==> src/rtl/core/sfr_pkg.sv <==
// Shared constants, types and register codes for the stream find-and-replace block.
`timescale 1ns / 1ps

package sfr_pkg;

    // Longest pattern the window compares against (1 to 8)
    localparam int PATTERN_MAX = 8;

    // Window and replacement storage, in bytes
    localparam int WIN_DEPTH   = 8;
    localparam int WIN_IDX_W   = $clog2(WIN_DEPTH);
    localparam int COUNT_W     = 4;

    // Job queue between front and back
    localparam int QUEUE_DEPTH = 2;
    localparam int QPTR_W      = (QUEUE_DEPTH > 1) ? $clog2(QUEUE_DEPTH) : 1;
    localparam int QFILL_W     = $clog2(QUEUE_DEPTH + 1);

    // Configuration port
    localparam int CFG_IDX_W   = 8;
    localparam int CFG_DATA_W  = 64;

    typedef enum logic [CFG_IDX_W-1:0] {
        CFG_PATTERN_BYTES      = 8'd0,
        CFG_PATTERN_LENGTH     = 8'd1,
        CFG_REPLACEMENT_BYTES  = 8'd2,
        CFG_REPLACEMENT_LENGTH = 8'd3
    } cfg_index_t;

    typedef logic [WIN_DEPTH-1:0][7:0] byte_vec_t;

    // One unit of output work: up to WIN_DEPTH bytes, first in lowest byte.
    // A count of zero stands for an empty end-of-string marker.
    typedef struct packed {
        byte_vec_t          bytes;
        logic [COUNT_W-1:0] count;
        logic               fin;
    } job_t;

endpackage

==> src/rtl/core/sfr_if.sv <==
// Valid/ready channel interfaces for input bytes, result beats and configuration writes.
`timescale 1ns / 1ps

interface sfr_in_if;
    logic       valid;
    logic       ready;
    logic [7:0] data_byte;
    logic       final_byte;

    modport source (output valid, output data_byte, output final_byte, input ready);
    modport sink   (input valid, input data_byte, input final_byte, output ready);
endinterface

interface sfr_out_if;
    logic       valid;
    logic       ready;
    logic [7:0] out_byte;
    logic       byte_valid;
    logic       run_last;
    logic       string_end;

    modport source (output valid, output out_byte, output byte_valid,
                    output run_last, output string_end, input ready);
    modport sink   (input valid, input out_byte, input byte_valid,
                    input run_last, input string_end, output ready);
endinterface

interface sfr_cfg_if;
    logic        valid;
    logic        ready;
    logic [7:0]  index;
    logic [63:0] data;

    modport source (output valid, output index, output data, input ready);
    modport sink   (input valid, input index, input data, output ready);
endinterface

==> src/rtl/core/sfr_front.sv <==
// Front end: config registers, match window, and classification of each byte into a job.
`timescale 1ns / 1ps

module sfr_front (
    input  logic          clk,
    input  logic          rst_n,
    sfr_in_if.sink        in_ch,
    sfr_cfg_if.sink       cfg,
    input  logic          q_full,
    output logic          job_valid,
    output sfr_pkg::job_t job
);
    import sfr_pkg::*;

    byte_vec_t          pat_bytes_reg;
    logic [COUNT_W-1:0] pat_len_reg;
    byte_vec_t          rep_bytes_reg;
    logic [COUNT_W-1:0] rep_len_reg;
    byte_vec_t          win_reg;
    logic [COUNT_W-1:0] win_count_reg;

    byte_vec_t          win_next;
    logic [COUNT_W-1:0] win_count_next;

    logic [COUNT_W-1:0] plen;
    logic [COUNT_W-1:0] rlen;
    logic [COUNT_W-1:0] cnt_base;
    logic [COUNT_W-1:0] cnt_ins;
    byte_vec_t          win_ins;
    logic               win_full;
    logic               match;
    logic               in_fire;
    logic               fin;

    assign in_ch.ready = !q_full;
    assign cfg.ready   = 1'b1;
    assign in_fire     = in_ch.valid && in_ch.ready;
    assign fin         = in_ch.final_byte;

    // Effective lengths
    assign plen = (pat_len_reg > COUNT_W'(PATTERN_MAX)) ? COUNT_W'(PATTERN_MAX) : pat_len_reg;
    assign rlen = (rep_len_reg > COUNT_W'(WIN_DEPTH)) ? COUNT_W'(WIN_DEPTH) : rep_len_reg;

    // Insert the new byte and compare against the pattern
    always_comb
    begin
        cnt_base = (win_count_reg >= plen) ? '0 : win_count_reg;
        win_ins  = win_reg;
        win_ins[cnt_base[WIN_IDX_W-1:0]] = in_ch.data_byte;
        cnt_ins  = cnt_base + COUNT_W'(1);
        win_full = (cnt_ins == plen);
        match    = 1'b1;
        for (int i = 0; i < WIN_DEPTH; i++)
        begin
            if ((COUNT_W'(i) < plen) && (win_ins[i] != pat_bytes_reg[i]))
                match = 1'b0;
        end
    end

    // Classify: build the job and the next window
    always_comb
    begin
        job.fin        = fin;
        job.bytes      = win_ins;
        job.count      = '0;
        win_next       = win_ins;
        win_count_next = cnt_ins;
        if (plen == '0)
        begin
            job.bytes      = byte_vec_t'(in_ch.data_byte);
            job.count      = COUNT_W'(1);
            win_next       = win_reg;
            win_count_next = '0;
        end
        else if (win_full && match)
        begin
            job.bytes      = rep_bytes_reg;
            job.count      = rlen;
            win_count_next = '0;
        end
        else if (win_full)
        begin
            // oldest byte leaves; on the final byte the whole window drains
            job.count      = fin ? plen : COUNT_W'(1);
            win_next       = {8'h00, win_ins[WIN_DEPTH-1:1]};
            win_count_next = plen - COUNT_W'(1);
        end
        else if (fin)
        begin
            job.count = cnt_ins;
        end
        if (fin)
            win_count_next = '0;
    end

    assign job_valid = in_fire && (fin || (job.count != '0));

    // Config registers and window state
    always_ff @(posedge clk or negedge rst_n)
    begin
        if (!rst_n)
        begin
            pat_bytes_reg <= '0;
            pat_len_reg   <= '0;
            rep_bytes_reg <= '0;
            rep_len_reg   <= '0;
            win_reg       <= '0;
            win_count_reg <= '0;
        end
        else if (cfg.valid && cfg.ready)
        begin
            unique case (cfg.index)
                CFG_PATTERN_BYTES:      pat_bytes_reg <= cfg.data;
                CFG_PATTERN_LENGTH:
                begin
                    pat_len_reg   <= cfg.data[COUNT_W-1:0];
                    win_reg       <= '0;
                    win_count_reg <= '0;
                end
                CFG_REPLACEMENT_BYTES:  rep_bytes_reg <= cfg.data;
                CFG_REPLACEMENT_LENGTH: rep_len_reg   <= cfg.data[COUNT_W-1:0];
                default: ;
            endcase
        end
        else if (in_fire)
        begin
            win_reg       <= win_next;
            win_count_reg <= win_count_next;
        end
    end

endmodule

==> src/rtl/core/sfr_job_queue.sv <==
// Small FIFO of jobs between the front end and the output sequencer.
`timescale 1ns / 1ps

module sfr_job_queue (
    input  logic          clk,
    input  logic          rst_n,
    input  logic          push,
    input  sfr_pkg::job_t push_job,
    output logic          full,
    output logic          head_valid,
    output sfr_pkg::job_t head,
    input  logic          pop
);
    import sfr_pkg::*;

    job_t               q_reg [QUEUE_DEPTH];
    logic [QPTR_W-1:0]  wr_ptr_reg;
    logic [QPTR_W-1:0]  rd_ptr_reg;
    logic [QFILL_W-1:0] fill_reg;
    logic               do_push;
    logic               do_pop;

    assign full       = (fill_reg == QFILL_W'(QUEUE_DEPTH));
    assign head_valid = (fill_reg != '0);
    assign head       = q_reg[rd_ptr_reg];
    assign do_push    = push && !full;
    assign do_pop     = pop && head_valid;

    // Entry storage
    always_ff @(posedge clk)
    begin
        if (do_push)
            q_reg[wr_ptr_reg] <= push_job;
    end

    // Pointers and fill level
    always_ff @(posedge clk or negedge rst_n)
    begin
        if (!rst_n)
        begin
            wr_ptr_reg <= '0;
            rd_ptr_reg <= '0;
            fill_reg   <= '0;
        end
        else
        begin
            if (do_push)
                wr_ptr_reg <= (wr_ptr_reg == QPTR_W'(QUEUE_DEPTH - 1)) ? '0
                                                                       : wr_ptr_reg + 1'b1;
            if (do_pop)
                rd_ptr_reg <= (rd_ptr_reg == QPTR_W'(QUEUE_DEPTH - 1)) ? '0
                                                                       : rd_ptr_reg + 1'b1;
            if (do_push && !do_pop)
                fill_reg <= fill_reg + 1'b1;
            else if (do_pop && !do_push)
                fill_reg <= fill_reg - 1'b1;
        end
    end

endmodule

==> src/rtl/core/sfr_back.sv <==
// Back end: walks the head job one byte per beat into the output register.
`timescale 1ns / 1ps

module sfr_back (
    input  logic          clk,
    input  logic          rst_n,
    input  logic          head_valid,
    input  sfr_pkg::job_t head,
    output logic          pop,
    sfr_out_if.source     out_ch
);
    import sfr_pkg::*;

    logic [WIN_IDX_W-1:0] idx_reg;
    logic                 out_valid_reg;
    logic [7:0]           out_byte_reg;
    logic                 byte_valid_reg;
    logic                 run_last_reg;
    logic                 string_end_reg;

    logic                 load;
    logic                 last;

    // Last beat of the current job (a marker job is a single beat)
    assign last = (head.count == '0) ||
                  (COUNT_W'(idx_reg) == (head.count - COUNT_W'(1)));
    assign load = head_valid && (!out_valid_reg || out_ch.ready);
    assign pop  = load && last;

    assign out_ch.valid      = out_valid_reg;
    assign out_ch.out_byte   = out_byte_reg;
    assign out_ch.byte_valid = byte_valid_reg;
    assign out_ch.run_last   = run_last_reg;
    assign out_ch.string_end = string_end_reg;

    // Beat index and output valid
    always_ff @(posedge clk or negedge rst_n)
    begin
        if (!rst_n)
        begin
            idx_reg       <= '0;
            out_valid_reg <= 1'b0;
        end
        else
        begin
            if (load)
                idx_reg <= last ? '0 : idx_reg + 1'b1;
            if (load)
                out_valid_reg <= 1'b1;
            else if (out_ch.ready)
                out_valid_reg <= 1'b0;
        end
    end

    // Output payload
    always_ff @(posedge clk)
    begin
        if (load)
        begin
            out_byte_reg   <= (head.count == '0) ? 8'h00 : head.bytes[idx_reg];
            byte_valid_reg <= (head.count != '0);
            run_last_reg   <= last;
            string_end_reg <= last && head.fin;
        end
    end

endmodule

==> src/rtl/core/stream_find_and_replace_unit.sv <==
// Top level of the stream find-and-replace block.
`timescale 1ns / 1ps

// Usage:
//   in_ch  : one string byte per beat, final_byte marks the last byte.
//   out_ch : result beats; run_last closes the results of one input byte,
//            string_end closes the string. An input byte that leaves nothing
//            to emit on the final byte yields one beat with byte_valid low.
//   cfg    : register writes (0 pattern bytes, 1 pattern length, 2 replacement
//            bytes, 3 replacement length); write only while the block is idle.
//            Writing the pattern length drops any held window bytes.
// A byte's first result passes through the job queue and the output
//   register before it is on out_ch. Throughput: one output beat per cycle
//   while the receiver is ready, set by the output sequencer; a byte
//   producing n results yields n beats, one that produces none takes no output
//   beat. Input takes a byte per cycle while the two-entry job queue has room.
// Reset clears the config registers, the window and the queue; out_ch.valid is low.
// When the receiver stalls, the output beat holds, the job queue fills and
//   in_ch.ready drops.
module stream_find_and_replace_unit (
    input  logic      clk,
    input  logic      rst_n,
    sfr_in_if.sink    in_ch,
    sfr_out_if.source out_ch,
    sfr_cfg_if.sink   cfg
);
    import sfr_pkg::*;

    logic job_valid;
    job_t job;
    logic q_full;
    logic head_valid;
    job_t head;
    logic pop;

    sfr_front u_front (
        .clk       (clk),
        .rst_n     (rst_n),
        .in_ch     (in_ch),
        .cfg       (cfg),
        .q_full    (q_full),
        .job_valid (job_valid),
        .job       (job)
    );

    sfr_job_queue u_queue (
        .clk        (clk),
        .rst_n      (rst_n),
        .push       (job_valid),
        .push_job   (job),
        .full       (q_full),
        .head_valid (head_valid),
        .head       (head),
        .pop        (pop)
    );

    sfr_back u_back (
        .clk        (clk),
        .rst_n      (rst_n),
        .head_valid (head_valid),
        .head       (head),
        .pop        (pop),
        .out_ch     (out_ch)
    );

    // The end of a string is always the end of that byte's results
    a_end_is_run_last: assert property (@(posedge clk) disable iff (!rst_n)
        out_ch.valid && out_ch.string_end |-> out_ch.run_last)
        else $error("string_end without run_last");

    // An empty beat is only the end-of-string marker, with a zero byte
    a_marker_shape: assert property (@(posedge clk) disable iff (!rst_n)
        out_ch.valid && !out_ch.byte_valid |->
            out_ch.string_end && (out_ch.out_byte == 8'h00))
        else $error("empty beat outside end of string");

    // A job never carries more bytes than the window holds
    a_job_count: assert property (@(posedge clk) disable iff (!rst_n)
        job_valid |-> (job.count <= COUNT_W'(WIN_DEPTH)))
        else $error("job byte count out of range");

    // A byte with no results on a non-final beat pushes no job
    a_no_empty_job: assert property (@(posedge clk) disable iff (!rst_n)
        job_valid && !job.fin |-> (job.count != '0))
        else $error("empty job pushed for a non-final byte");

endmodule
==> src/flat_wrapper.sv <==
// flat-port wrapper written by rule: the top's interface ports become plain ports
module stream_find_and_replace_unit_flat import sfr_pkg::*;
  (clk, rst_n, in_ch_valid, in_ch_data_byte, in_ch_final_byte, in_ch_ready, out_ch_valid, out_ch_out_byte, out_ch_byte_valid, out_ch_run_last, out_ch_string_end, out_ch_ready, cfg_valid, cfg_index, cfg_data, cfg_ready);
  sfr_in_if in_ch_i ();
  sfr_out_if out_ch_i ();
  sfr_cfg_if cfg_i ();
  input  logic clk;
  input  logic rst_n;
  input wire logic [$bits(in_ch_i.valid)-1:0] in_ch_valid;
  input wire logic [$bits(in_ch_i.data_byte)-1:0] in_ch_data_byte;
  input wire logic [$bits(in_ch_i.final_byte)-1:0] in_ch_final_byte;
  output wire logic [$bits(in_ch_i.ready)-1:0] in_ch_ready;
  output wire logic [$bits(out_ch_i.valid)-1:0] out_ch_valid;
  output wire logic [$bits(out_ch_i.out_byte)-1:0] out_ch_out_byte;
  output wire logic [$bits(out_ch_i.byte_valid)-1:0] out_ch_byte_valid;
  output wire logic [$bits(out_ch_i.run_last)-1:0] out_ch_run_last;
  output wire logic [$bits(out_ch_i.string_end)-1:0] out_ch_string_end;
  input wire logic [$bits(out_ch_i.ready)-1:0] out_ch_ready;
  input wire logic [$bits(cfg_i.valid)-1:0] cfg_valid;
  input wire logic [$bits(cfg_i.index)-1:0] cfg_index;
  input wire logic [$bits(cfg_i.data)-1:0] cfg_data;
  output wire logic [$bits(cfg_i.ready)-1:0] cfg_ready;
  assign in_ch_i.valid = in_ch_valid;
  assign in_ch_i.data_byte = in_ch_data_byte;
  assign in_ch_i.final_byte = in_ch_final_byte;
  assign in_ch_ready = in_ch_i.ready;
  assign out_ch_valid = out_ch_i.valid;
  assign out_ch_out_byte = out_ch_i.out_byte;
  assign out_ch_byte_valid = out_ch_i.byte_valid;
  assign out_ch_run_last = out_ch_i.run_last;
  assign out_ch_string_end = out_ch_i.string_end;
  assign out_ch_i.ready = out_ch_ready;
  assign cfg_i.valid = cfg_valid;
  assign cfg_i.index = cfg_index;
  assign cfg_i.data = cfg_data;
  assign cfg_ready = cfg_i.ready;
  stream_find_and_replace_unit u_core (.clk(clk), .rst_n(rst_n), .in_ch(in_ch_i), .out_ch(out_ch_i), .cfg(cfg_i));
endmodule
==> config.mk <==
export PLATFORM = sky130hd
export DESIGN_NAME = stream_find_and_replace_unit_flat
export DESIGN_NICKNAME = d
export VERILOG_FILES = /design/src/rtl/core/sfr_pkg.sv /design/src/rtl/core/sfr_if.sv /design/src/rtl/core/sfr_front.sv /design/src/rtl/core/sfr_job_queue.sv /design/src/rtl/core/sfr_back.sv /design/src/rtl/core/stream_find_and_replace_unit.sv /design/src/flat_wrapper.sv
export SDC_FILE = /design/constraint.sdc
export NUM_CORES = 1
export LEC_CHECK = 0
export BUFFER_PORTS_ARGS = -buffer_cell sky130_fd_sc_hd__buf_4
export CAP_MARGIN = 20
export CELL_PAD_IN_SITES_DETAIL_PLACEMENT = 1
export CELL_PAD_IN_SITES_GLOBAL_PLACEMENT = 1
export CORE_MARGIN = 2
export CORE_UTILIZATION = 25
export CTS_CLUSTER_SIZE = 28
export DETAILED_ROUTE_END_ITERATION = 12
export HOLD_SLACK_MARGIN = 0.12
export PLACE_DENSITY = 0.45
export SYNTH_ARGS = -nofsm -noshare
export SYNTH_HDL_FRONTEND = slang
export SYNTH_SLANG_ARGS = --single-unit
==> constraint.sdc <==
create_clock -name clk -period 20.3 [get_ports clk]
set_input_delay 4.06 -clock clk [delete_from_list [all_inputs] [get_ports clk]]
set_output_delay 4.06 -clock clk [all_outputs]
set_load 0.02 [all_outputs]
==> results_dict.tcl <==
set metrics [dict create \
    status "finished clean" \
    tightest_slew_ns 1.09 \
    tns_ns 0 \
    dr.pass1.iters 5 \
    gp_congestion 0.823 \
    syn_area_per_cell_um2 12.8 \
    dp_hpwl_mm 47.3 \
    post_cts_buffers 0 \
    ys_ff_latch 361 \
    slowest_delay_ns 0.74 \
    fp.dieW_um 272 \
    cts_tree "yes" \
    ctsHoldBuffers 0 \
    slowest_stage "buf_4" \
    vias 12314 \
    drc_errors 0 \
    grt.total_usage_pct 17.8 \
    ys_seq_area_share_pct 54.5 \
    antenna_left 0 \
    crit_type "in -> reg" \
    wirelength_mm 65.7 \
    die-area_um2 74000 \
    cts_resized 0 \
    synthesis.area_um2 18000 \
    cts_made_buffers 45 \
    finalPower_mw 2.27 \
    slew_violations 0 \
    nets 1586 \
    cts_buffer_depth 3 \
    start_util_pct 25.2 \
    p_per_area_nw_per_um2 107 \
    row_count 98 \
    critPathArrivalTime_ns 8.11 \
    max_slew_margin_pct 26.7 \
    final_hold_viol_count 0 \
    syn_nets 1506 \
    drv_cap 0 \
    grt_pass1_vias 12942 \
    rsz0062_at_grt "false" \
    ctsRootBufferMaster "clkbuf_16" \
    grt_max_degree 105 \
    ys_warn_count 0 \
    drive_above_1_share_pct 26.1 \
    fin_crit_sh_pct 38.9 \
    critPathLaunchType "input pin" \
    synthCells 1408 \
    clock-sinks 361 \
    cp_cell_sequence "buf_4 -> inv_1 -> a222oi_1 -> nand4_1 -> mux2i_1 -> nand3_1 -> o31ai_1 -> and4_4 -> nand3_1 -> a41oi_2 -> and2_2 -> buf_4" \
    path_delay_family "compound AO/OA/AOI/OAI gates" \
    irDropWorstVdd_mv 0.0594 \
    setup_viol 0 \
    fp.dieH_um 272 \
    avgRoutedWirePerCell_um 26.5 \
    io_buffer_count 98 \
    worstPathRequired_ns 20.51 \
    largest_reg_flops 138 \
    grt_first_pass_wirelength_mm 95.6 \
    io_pins 100 \
    area_growth_pct 18.2 \
    yosysUniqueCellTypes 86 \
    synth-edff-count 149 \
    core_area_um2 71200 \
    clk_latency_ns 0.60 \
    drt_iter0_drc 794 \
    wl_met3_mm 2.62 \
    drt-met1-wl_mm 31.8 \
    critPathCaptureType "register" \
    wl_met2_mm 30.2 \
    top_layer_used "met4" \
    antenna_found_initial 2 \
    viasPerCell 4.97 \
    synth-async-reset-ratio_pct 58.7 \
    synth_flop_cell "dfrtp_1" \
    grt-ovfl-total 0 \
    clk_pin_slew_ns 0.06 \
    fmax_mhz 127 \
    min_period_ns 7.90 \
    htree_levels 2 \
    hp-class "reg -> reg" \
    fin_worst_skew_ns 0.0277 \
    critPathBufInv 3 \
    p_leak_nw 8.68 \
    cp_max_fo 69 \
]
[power breakdown]
| part | leakage [nW] | total, mW | switching [mW] | internal [mW] |
|---|---|---|---|---|
| Sequential | 4.27 | 0.946 | 0.0581 | 0.888 |
| Clock | 0.746 | 0.829 | 0.335 | 0.494 |
| Combinational | 3.67 | 0.493 | 0.287 | 0.206 |
| Total | 8.68 | 2.27 | 0.680 | 1.59 |
[final timing paths]
kind	to	cells past startpoint	slack [ns]	start
worst max-delay path	u_core.u_queue.q_reg[1][51]	12	12.40	in_ch_data_byte[3]
max in group asynchronous	u_core.u_front.pat_bytes_reg[43]	3	14.67	rst_n
worst min register to register	u_core.u_back.out_ch.valid	2	0.51	u_core.u_back.out_ch.valid
worst max register to register	u_core.u_queue.q_reg[1][51]	14	13.94	u_core.u_front.pat_len_reg[3]
worst min-delay path	u_core.u_back.out_ch.valid	2	0.51	u_core.u_back.out_ch.valid
min in group asynchronous	u_core.u_queue.rd_ptr_reg	1	3.50	rst_n
[worst min-delay path, delay by kind of cell, from the launching register on]
kind | cells | cell delay, ns
simple gates | 2 | 0.13
flops | 1 | 0.34
[kinds of logic after synthesis]
logic type	Yosys count	share of synthesized area, %
flip-flops	361	54.5
AND/OR/NAND/NOR	304	8.26
XOR/XNOR	112	5.54
AO/OA/AOI/OAI	260	11.3
multiplexers	232	16.6
other	1	0.0209
buffers and inverters	126	2.98
adder cells (fa/ha/maj)	12	0.836
[layout make-up]
class / instances / area [um^2]
tap: 950 / 1190
fill: 7667 / 50000
timing repair buffer: 121 / 918
multi-input combinational: 921 / 7670
sequential: 361 / 9780
antenna: 2 / 5.00
inverter: 38 / 143
clock buffer: 66 / 1290
clock inverter: 17 / 234
[layout by cell type, fill, tap and decap left out, types with 43 or more instances in the layout]
cell       instances
nor2_1            94
edfxtp_1         149
a211oi_1          54
mux2i_1           64
mux2_2           126
xnor2_1           43
buf_4            119
nand2_1           75
o21ai_0           49
clkbuf_16         46
xor2_1            68
dfrtp_1          211
[layer usage]
layer	up-vias	global-route usage, %
met5	-	0
met4	0	3.83
met3	69	2.70
met2	251	27.9
met1	6541	25.8
li1	5453	-
[per-stage QoR]
stage	worst slack, ns	area, um^2	util [%]	hold WS [ns]	cells
floorplan	10.48	18000	-	0.455	1408
global placement	11.94	19700	27.6	0.483	2390
detailed placement	11.81	19700	27.7	0.497	2391
CTS	12.42	21200	29.8	0.514	2474
global route	12.22	21200	29.8	0.527	2474
finish	12.40	21200	29.8	0.505	2476
[synthesized netlist by cell type, types with 13 or more instances]
master    instances  area (um^2)
nand2_1          75          282
clkbuf_1         59          221
o21ai_0          49          245
edfxtp_1        149         4470
nor3_1           22          110
nor2_1           95          357
mux4_2           40          901
mux2i_1          64          641
buf_2            14         70.1
nor4_1           16          100
mux2_2          126         1420
a221o_1          19          190
a21oi_1          17         85.1
nor2b_1          13         81.3
xor2_1           68          596
dfrtp_1         212         5310
inv_1            37          139
xnor2_1          43          377
a211oi_1         54          405
nand3_1          27          135
Power figures use the tool's default switching activity.
